==> config.mk <==
export PLATFORM = sky130hd
export DESIGN_NAME = msp_ram
export DESIGN_NICKNAME = d
export VERILOG_FILES = /design/src/hdl/msp_ram.sv
export SDC_FILE = /design/constraint.sdc
export NUM_CORES = 1
export LEC_CHECK = 0
export BUFFER_PORTS_ARGS = -buffer_cell sky130_fd_sc_hd__buf_2
export CAP_MARGIN = 15
export CORE_UTILIZATION = 40
export DETAILED_ROUTE_END_ITERATION = 8
export GPL_TIMING_DRIVEN = 0
export SYNTH_ARGS = -nofsm -noshare
export SYNTH_HDL_FRONTEND = slang
export SYNTH_SLANG_ARGS = --single-unit
==> constraint.sdc <==
create_clock -name clk -period 5.15 [get_ports clk]
set_input_delay 1.03 -clock clk [delete_from_list [all_inputs] [get_ports clk]]
set_output_delay 1.03 -clock clk [all_outputs]
set_load 0.02 [all_outputs]
==> src/hdl/msp_ram.sv <==
// Generic single-port-write, single-port-read RAM with registered read data.
module msp_ram #(
	parameter int WIDTH = 8,
	parameter int DEPTH = 16,
	localparam int AW = (DEPTH > 1) ? $clog2(DEPTH) : 1
) (
	input  logic             clk,
	input  logic             we,
	input  logic [AW-1:0]    waddr,
	input  logic [WIDTH-1:0] wdata,
	input  logic             re,
	input  logic [AW-1:0]    raddr,
	output logic [WIDTH-1:0] rdata
);

	logic [WIDTH-1:0] mem [DEPTH];

	always_ff @(posedge clk) begin
		if (we) begin
			mem[waddr] <= wdata;
		end
		if (re) begin
			rdata <= mem[raddr];
		end
	end

endmodule

==> impl_metrics.py <==
metrics = {
    "worst_setup_path": {
        "cp-start-kind": "input pin",
        "crit_chain": "buf_2 > or3b_2 > nor2_1",
        "reg2reg_depth": 3,
        "cp_max_fo": 8,
        "cp.arrival_ns": 2.32,
        "r2r_start": "mem[6][0]",
        "r2r_slack_ns": 3.57,
        "endpoint_kind": "register",
        "cp_data_required_time_ns": 5.19,
        "crit_start": "waddr[2]",
        "cp-endpoint": "mem[2][1]",
        "cpMaxStageDelayCell": "nor2_1",
        "r2r-end": "rdata[0]",
        "critPathKind": "in -> reg",
        "slowest_delay_ns": 0.64,
    },
    "place": {
        "place_inst": 430,
        "place_area_mm2": 0.005595,
        "portBuffers": 25,
        "gp_congestion": 0.7019,
        "place_hpwl_mm": 6.334,
    },
    "global_route": {
        "grt_util_met2_pct": 24.14,
        "grt-busiest-layer": "met2",
        "grt_start_max_net_pins": 17,
        "grt-ovfl-total": 0,
        "grt_use_met3_pct": 3.166,
        "grt_pass1_wl_mm": 14.59,
        "antenna_found_initial": 0,
        "grt_pass1_vias": 2399,
        "grt_usage_pct": 16.08,
        "grt_util_met1_pct": 22.69,
    },
    "synth": {
        "netlist_area_mm2": 0.005228,
        "ys_seq_area_share_pct": 78.12,
        "synth_cells": 229,
        "synth_area_leaders": "edfxtp_1 78%, mux4_2 7.8%, mux4_1 7.0%",
        "synth_ff_type": "edfxtp_1",
        "syn_nets": 248,
        "synth_top_area_cell": "edfxtp_1",
        "yosysWarnings": 0,
        "async_reset_ff_share_pct": 0,
        "synth_cell_types": 18,
        "synth_edf_count": 136,
        "synth_seq_cells": 136,
        "synth.avg_cell_area_um2": 22.83,
        "netlist.area_leader.share_pct": 78.12,
    },
    "min_path": {
        "min_path_cells": 3,
        "hold_class": "reg -> reg",
    },
    "drt": {
        "routed_via_density": 5.214,
        "ant_nets": 0,
        "drc": 0,
        "vias": 2409,
        "initialDrtViolationCount": 129,
        "first_pass_iters": 4,
        "wl_per_cell_um": 21.24,
        "drt_wl_total_mm": 9.812,
    },
    "power": {
        "swShare_pct": 19.40,
        "powerDensity_mw_per_mm2": 428.0,
        "seqPwrFrac_pct": 47.0,
        "combPwrFrac_pct": 4.6,
        "p_leak_nw": 2.079,
        "power.net_switching_uw": 517.3,
        "p_int_mw": 2.149,
        "pwr-share-clk_pct": 48.4,
        "vdd_ir_drop_max_v": 0.0002148,
    },
    "floorplan": {
        "start_util_pct": 41.26,
        "num_rows": 41,
        "die_w_um": 116.3,
        "core_area_mm2": 0.01267,
        "io_pins": 27,
        "die_y_um": 116.3,
        "die_area_mm2": 0.01353,
    },
    "sta": {
        "fin_crit_ns": 2.282,
        "hold_viol": 0,
        "maxSlewHeadroom_pct": 46.06,
        "rsz0062_at_grt": "false",
        "holdWs_ns": 0.7660,
        "period_share_pct": 44.30,
        "worst_slew_pin_slew_ns": 0.8061,
        "setup_viol": 0,
        "fin_worst_skew_ns": 0.006809,
        "finalMaxSlewViolations": 0,
        "setup-tns-final_ns": 0,
        "fmax_mhz": 438.3,
    },
    "layout": {
        "drive_gt1_share_pct": 30.34,
        "area_growth_pct": 19.17,
        "utilization_pct": 49.17,
        "nNetsFinal": 296,
        "antenna_cells": 0,
        "instances_no_fill": 462,
        "design_area_mm2": 0.006230,
    },
    "clock_tree": {
        "clkTransAtPathRegs_ns": 0.06,
        "clk_latency_ns": 0.41,
        "numCtsBuffers": 17,
        "htreeDepth": 4,
        "cts_setup_buffers": 0,
        "cts_buffer_depth": 2,
        "cts_tree": "yes",
        "cts.repair.resized": 0,
        "cts_hold_buffers": 0,
        "cts-root-buf": "clkbuf_16",
        "clock-sinks": 136,
    },
    "flow_run": {
        "maxCapViolations": 0,
    },
    "outcome": {
        "outcome": "finished clean",
    },
}
-- worst min-delay path by stage --
| stage | slack, ns | end | startpoint |
|---|---|---|---|
| CTS | 0.77 | rdata[1] | mem[9][1] |
| floorplan | 0.70 | rdata[0] | mem[7][0] |
| finish | 0.77 | rdata[1] | mem[9][1] |
| global placement | 0.74 | rdata[1] | mem[11][1] |
| detailed placement | 0.76 | rdata[1] | mem[9][1] |
| global route | 0.82 | rdata[7] | mem[14][7] |
-- kinds of logic (layout without fill, tap and decap cells) --
logic type | after synthesis | in the layout | share of synthesized area, %
AOI/OAI and AO/OA | 16 | 16 | 2.298
and+or+nand+nor | 35 | 35 | 3.136
muxes | 32 | 32 | 14.79
DFF | 136 | 136 | 78.12
buffers and inverters | 10 | 71 | 1.651
-- final cells by class --
cell class / count / area (um^2)
multi-input cells: 83 / 1057
flip-flops and latches: 136 / 4084
repair buffers: 29 / 152.6
fillers: 1021 / 6441
clock inverters: 14 / 205.2
well taps: 172 / 215.2
clock buffers: 18 / 429.2
plain buffers: 10 / 86.33
-- per-layer routing --
layer  share of wire [%]  wire length, um
met5                   0                0
met2                  48             4709
met4                 1.6              155
met1                  47             4564
met3                 3.9              381
-- worst max-delay path, delay by kind of cell --
kind	cells	cell delay (ns)
AND/OR/NAND/NOR	2	1.17
buffers and inverters	1	0.11
-- stage by stage --
stage	setup WS [ns]	power [mW]
final	2.868	2.666
after floorplan	2.627	1.345
after CTS	2.835	2.677
after detailed placement	2.430	1.400
after global placement	2.048	1.396
after global routing	2.827	2.734
-- placed cells by master, fill, tap and decap left out --
cell type and n:
buf_4 4, clkinvlp_4 3, buf_2 29, nand2b_1 2, a22oi_1 16, or3b_2 1, mux4_2 18, clkdlybuf4s25_2 3
nand2_1 9, nor3_1 4, clkbuf_1 1, nor2b_1 1, and2_1 1, clkinv_1 1, buf_6 3, edfxtp_1 136
clkinv_2 4, nand3_1 1, nor2_1 13, clkinv_4 1, clkbuf_16 17, nand3b_1 2, bufinv_16 5, and2b_1 1
mux4_1 14
-- state kept, by name, indices dropped and copies added, names as in the netlist --
name / cells
mem: 128
rdata: 8
-- cell usage after synthesis (2+ instances only) --
cell type,instances
edfxtp_1,136
mux4_2,18
a22oi_1,16
mux4_1,14
nor2_1,13
nand2_1,9
nor3_1,4
buf_2,3
buf_6,3
clkdlybuf4s25_2,3
nand2b_1,2
nand3b_1,2
-- power groups by stage --
stage	Combinational [mW]	Clock, mW	Sequential [mW]
floorplan	0.0629	0	1.28
global placement	0.122	0	1.27
detailed placement	0.125	0	1.28
CTS	0.125	1.30	1.25
global route	0.132	1.35	1.25
finish	0.123	1.29	1.25
(Power assumes the default switching activity.)
