File: src/hdl/msp_pkg.sv
// Shared constants, divider handshake types and lookup functions of the signature profiler.
package msp_pkg;

	localparam int TABLE_ENTRIES_DEF = 16;
	localparam int PAYLOAD_BYTES_DEF = 8;

	localparam logic [31:0] FNV_BASIS = 32'd2166136261;
	localparam logic [31:0] FNV_PRIME = 32'd16777619;
	localparam logic [31:0] FREQ_SCALE = 32'd1000000;

	localparam logic [1:0] STS_HIT  = 2'd0;
	localparam logic [1:0] STS_NEW  = 2'd1;
	localparam logic [1:0] STS_FULL = 2'd2;
	localparam logic [1:0] STS_SRST = 2'd3;

	localparam logic [2:0] CAT_NONE      = 3'd0;
	localparam logic [2:0] CAT_RESET     = 3'd1;
	localparam logic [2:0] CAT_TELEMETRY = 3'd2;
	localparam logic [2:0] CAT_PERIODIC  = 3'd3;
	localparam logic [2:0] CAT_RESPONSE  = 3'd4;
	localparam logic [2:0] CAT_STATE     = 3'd5;

	typedef struct packed {
		logic        start;
		logic [31:0] dividend;
		logic [31:0] divisor;
	} div_req_t;

	typedef struct packed {
		logic        done;
		logic [31:0] quotient;
	} div_rsp_t;

	function automatic logic [14:0] log2_q12(input logic [4:0] n);
		logic [14:0] r;
		case (n)
			5'd2:  r = 15'd4096;
			5'd3:  r = 15'd6492;
			5'd4:  r = 15'd8192;
			5'd5:  r = 15'd9510;
			5'd6:  r = 15'd10592;
			5'd7:  r = 15'd11497;
			5'd8:  r = 15'd12288;
			5'd9:  r = 15'd12992;
			5'd10: r = 15'd13622;
			5'd11: r = 15'd14200;
			5'd12: r = 15'd14723;
			5'd13: r = 15'd15210;
			5'd14: r = 15'd15655;
			5'd15: r = 15'd16077;
			5'd16: r = 15'd16473;
			default: r = 15'd0;
		endcase
		return r;
	endfunction

	function automatic logic [7:0] entropy_score_of(input logic [31:0] avg);
		logic [32:0] r;
		logic [20:0] bits;
		logic [7:0] s;
		r = {1'b0, avg} + 33'd2048;
		bits = r[32:12];
		case (bits)
			21'd0: s = 8'd0;
			21'd1: s = 8'd63;
			21'd2: s = 8'd127;
			21'd3: s = 8'd191;
			default: s = 8'd255;
		endcase
		return s;
	endfunction

endpackage

File: src/hdl/msp_div.sv
// Radix-2 restoring divider, 32-bit unsigned, one quotient bit per cycle.
module msp_div import msp_pkg::*; (
	input  logic     clk,
	input  logic     arst_n,
	input  div_req_t req,
	output div_rsp_t rsp
);

	logic [31:0] rem_q, quo_q, dsr_q;
	logic [4:0]  cnt_q;
	logic        busy_q, done_q;
	logic [33:0] trial;

	assign trial = {1'b0, rem_q, quo_q[31]} - {2'b00, dsr_q};

	always_ff @(posedge clk or negedge arst_n) begin
		if (!arst_n) begin
			busy_q <= 1'b0;
			done_q <= 1'b0;
			cnt_q  <= '0;
		end else begin
			done_q <= 1'b0;
			if (req.start) begin
				busy_q <= 1'b1;
				cnt_q  <= '0;
			end else if (busy_q) begin
				cnt_q <= cnt_q + 5'd1;
				if (cnt_q == 5'd31) begin
					busy_q <= 1'b0;
					done_q <= 1'b1;
				end
			end
		end
	end

	always_ff @(posedge clk) begin
		if (req.start) begin
			rem_q <= '0;
			quo_q <= req.dividend;
			dsr_q <= req.divisor;
		end else if (busy_q) begin
			if (!trial[33]) begin
				rem_q <= trial[31:0];
				quo_q <= {quo_q[30:0], 1'b1};
			end else begin
				rem_q <= {rem_q[30:0], quo_q[31]};
				quo_q <= {quo_q[30:0], 1'b0};
			end
		end
	end

	assign rsp.done     = done_q;
	assign rsp.quotient = quo_q;

endmodule

File: config.mk
export PLATFORM = sky130hd
export DESIGN_NAME = msp_div
export DESIGN_NICKNAME = d
export VERILOG_FILES = /design/src/hdl/msp_pkg.sv /design/src/hdl/msp_div.sv
export SDC_FILE = /design/constraint.sdc
export NUM_CORES = 1
export LEC_CHECK = 0
export BUFFER_PORTS_ARGS = -buffer_cell sky130_fd_sc_hd__buf_2
export CAP_MARGIN = 30
export CORE_UTILIZATION = 30
export CTS_CLUSTER_SIZE = 24
export DETAILED_ROUTE_END_ITERATION = 8
export PLACE_DENSITY_LB_ADDON = 0.05
export SLEW_MARGIN = 20
export SYNTH_ARGS = -nofsm -noshare
export SYNTH_HDL_FRONTEND = slang
export SYNTH_SLANG_ARGS = --single-unit
File: constraint.sdc
create_clock -name clk -period 2.9 [get_ports clk]
set_input_delay 0.435 -clock clk [delete_from_list [all_inputs] [get_ports clk]]
set_output_delay 0.435 -clock clk [all_outputs]
set_load 0.1 [all_outputs]
==> flow_summary.ini <==
[worst_setup_path]
timing.reg2reg.worst_path_depth = 12
worst_r2r_endpoint = rem_q[10]
timing.critical_path.from_type = register
cp_max_fo = 7
timing.setup.critical_path_class = reg2reg
source_of_the_worst_register_to_register_timing_path = dsr_q[20]
critPathArrivalTime_ns = 3.00
cp-end-kind = register
required_ns = 3.12
timing.reg2reg.setup_slack_ns = 0.12

[run_status]
run_status = finished clean

[cells_and_area]
layout-area-overhead-vs-synth_pct = 25.48
layout_commonest_cell = buf_2
layout.cells.most_common_list = 98 x buf_2, 64 x edfxtp_1, 49 x nor2_1
fin_cells = 939
count_of_inserted_antenna_diode_cells = 0
final_net_count = 776
layout-drive-gt1-share_pct = 30.93

[cts]
worst_skew_pair_later_pin_latency_ns = 0.36
clkSlewWorstSetupHoldPaths_ns = 0.08
clockBufferDepth = 2
htree_levels = 3
cts_root_buf = clkbuf_16
cts_tree = done
tritoncts.num_buffers = 9
clock-sinks = 103

[die]
dieArea_sq_um = 19840
area_of_the_core_sq_um = 18830
rows = 50
fp.dieW_um = 140.9
initial_core_util_pct = 30.72
top_level_ports = 100
die-height_um = 140.9

[routing]
route.detailed.drc = 0
vias = 4411
postRouteWirelength_mm = 13.93
via_per_inst = 4.698
ant_nets = 0
detail_route.iter0.violations = 204
first_pass_iters = 4
detail_route.wl_per_cell_um = 14.83

[sta]
finalHoldViolations = 0
report.final.slew_viol_count = 0
relSlewSlack_pct = 54.45
worstMarginPinSlew_ns = 0.6818
setup_repair_after_global_routing_missed_its_margin = true
timing.final.ws_setup_ns = 0.1165
timing.final.crit_period_ns = 2.783
setup_viol = 0
fin_worst_skew_ns = 0.009703
period_share_pct = 95.98
clock.fmax_ghz = 0.3593

[synthesis]
synth-edff-count = 64
ys_seq_elements = 103
post_synth_inst_count = 556
mappedNetlistArea_sq_um = 5786
postSynth.asyncResetShare_pct = 6.796
yosys_warnings = 0
dominantRegCellSynth = edfxtp_1
postSynthNetCount = 658
synth.lib_cells_used.distinct = 54
synth-seq-area-share_pct = 47.32
avgSynthCellArea_sq_um = 10.41

[hold_path]
hold_end = dsr_q[16]
whs_path_depth = 1
hold_path.class = in2reg
hold_path.startpoint = req[16]

[global_routing]
antenna_found_initial = 0
grt_start_max_net_pins = 51
globalRouteTotalUtil_pct = 14.35
number_of_global_route_vias_before_repair = 4474
grt_first_pass_wirelength_mm = 22.48
grt-ovfl-total = 0

[place]
pre_cts_ws_ns = 0.09959
finalWeightedCongestion = 0.7969
placed_cells = 916
buffer_ports.inserted = 99
dp_hpwl_mm = 9.976

[power_and_ir_drop]
peakVddDrop_uv = 388.1
p_leak_nw = 3.090
areal_power_density_over_the_cells_nw_per_um2 = 696.8
p_total_mw = 5.058

[run]
maxCapViolations = 0
## worst max-delay path by stage
| stage | startpoint | endpoint | slack, ns | cells past startpoint |
|---|---|---|---|---|
| 6_report | dsr_q[20] | rem_q[10] | 0.12 | 12 |
| 5_1_grt | dsr_q[20] | rem_q[24] | -0.03 | 12 |
| 4_1_cts | dsr_q[18] | rem_q[0] | 0.08 | 11 |
| 3_5_place_dp | dsr_q[18] | rem_q[3] | 0.1 | 11 |
| 3_3_place_gp | dsr_q[27] | rem_q[3] | 0.13 | 11 |
| 2_1_floorplan | quo_q[31] | rem_q[30] | -0.12 | 13 |
## metal layers
metal,global-route usage [%],share of wire [%],vias up
met5,0,0,-
met1,18.83,49,2048
li1,-,-,2245
met3,4.076,5.3,14
met4,4.577,1.3,0
met2,22.73,45,104
## sequential cells by signal, indices dropped and copies added, names as in the netlist
name and cells:
dsr_q 32, quo_q 32, rem_q 32, cnt_q 5
busy_q 1, done_q 1
## stage by stage
stage | TNS, ns | cell area, sq um | utilization [%] | hold WS, ns
detailed placement | 0 | 6751 | 35.85 | 0.2815
global placement | 0 | 6751 | 35.85 | 0.2728
floorplan | -0.3334 | 5824 | - | 0.1394
CTS | 0 | 7051 | 37.44 | 0.2257
finish | 0 | 7259 | 38.55 | 0.2434
global route | -0.1099 | 7259 | 38.55 | 0.2281
## timing repair
item | CTS | global route
hold buffers | 1 | 0
buffers inserted | 0 | 4
gates resized for setup | 0 | 25
setup endpoints to repair | 0 | 28
hold endpoints to repair | 7 | 0
## logic make-up after synthesis
logic type	count (synthesis)	synth area share (%)
compound gates	131	14.49
xor+xnor	29	4.390
fa+ha+maj	35	7.699
buf+inv	70	5.060
flops	103	47.32
mux	57	10.60
simple gates	131	10.45
## critical path, cell delays in order (launching register included)
cell       delay, ns
edfxtp_1        0.33
inv_1           0.04
ha_2            0.40
and4_4          0.25
nand3_1         0.15
o21ai_1         0.20
a21oi_2         0.08
o32a_1          0.39
a31oi_4         0.18
buf_4           0.17
clkbuf_16       0.16
mux2i_1         0.21
a211oi_1        0.09
## final cells by class
| class | count | area (sq um) |
|---|---|---|
| multi-input cells | 383 | 2919 |
| repair buffers | 134 | 827.0 |
| inverters | 43 | 161.4 |
| fillers | 1933 | 11570 |
| clock inverters | 7 | 63.81 |
| well taps | 260 | 325.3 |
| clock buffers | 9 | 225.2 |
| flip-flops and latches | 103 | 2738 |
## power breakdown
part	switching (mW)	internal (mW)	leakage [nW]	total (mW)
Combinational	1.19	0.797	1.94	1.99
Sequential	0.118	1.75	1.00	1.87
Clock	0.605	0.602	0.142	1.21
## cell usage after synthesis, types with 15 or more instances
master | n | share of area, %
inv_1 | 43 | 2.8
nor2_1 | 49 | 3.2
a211oi_1 | 26 | 3.4
ha_1 | 34 | 7.4
o21ai_1 | 18 | 1.6
mux2_2 | 32 | 6.2
a21oi_1 | 31 | 2.7
edfxtp_1 | 64 | 33
dfxtp_1 | 32 | 11
o21ai_0 | 17 | 1.5
mux2i_1 | 23 | 4.0
xnor2_1 | 18 | 2.7
nand2_1 | 37 | 2.4
clkbuf_1 | 15 | 0.97
No activity file was read; power rests on OpenSTA's default activity.
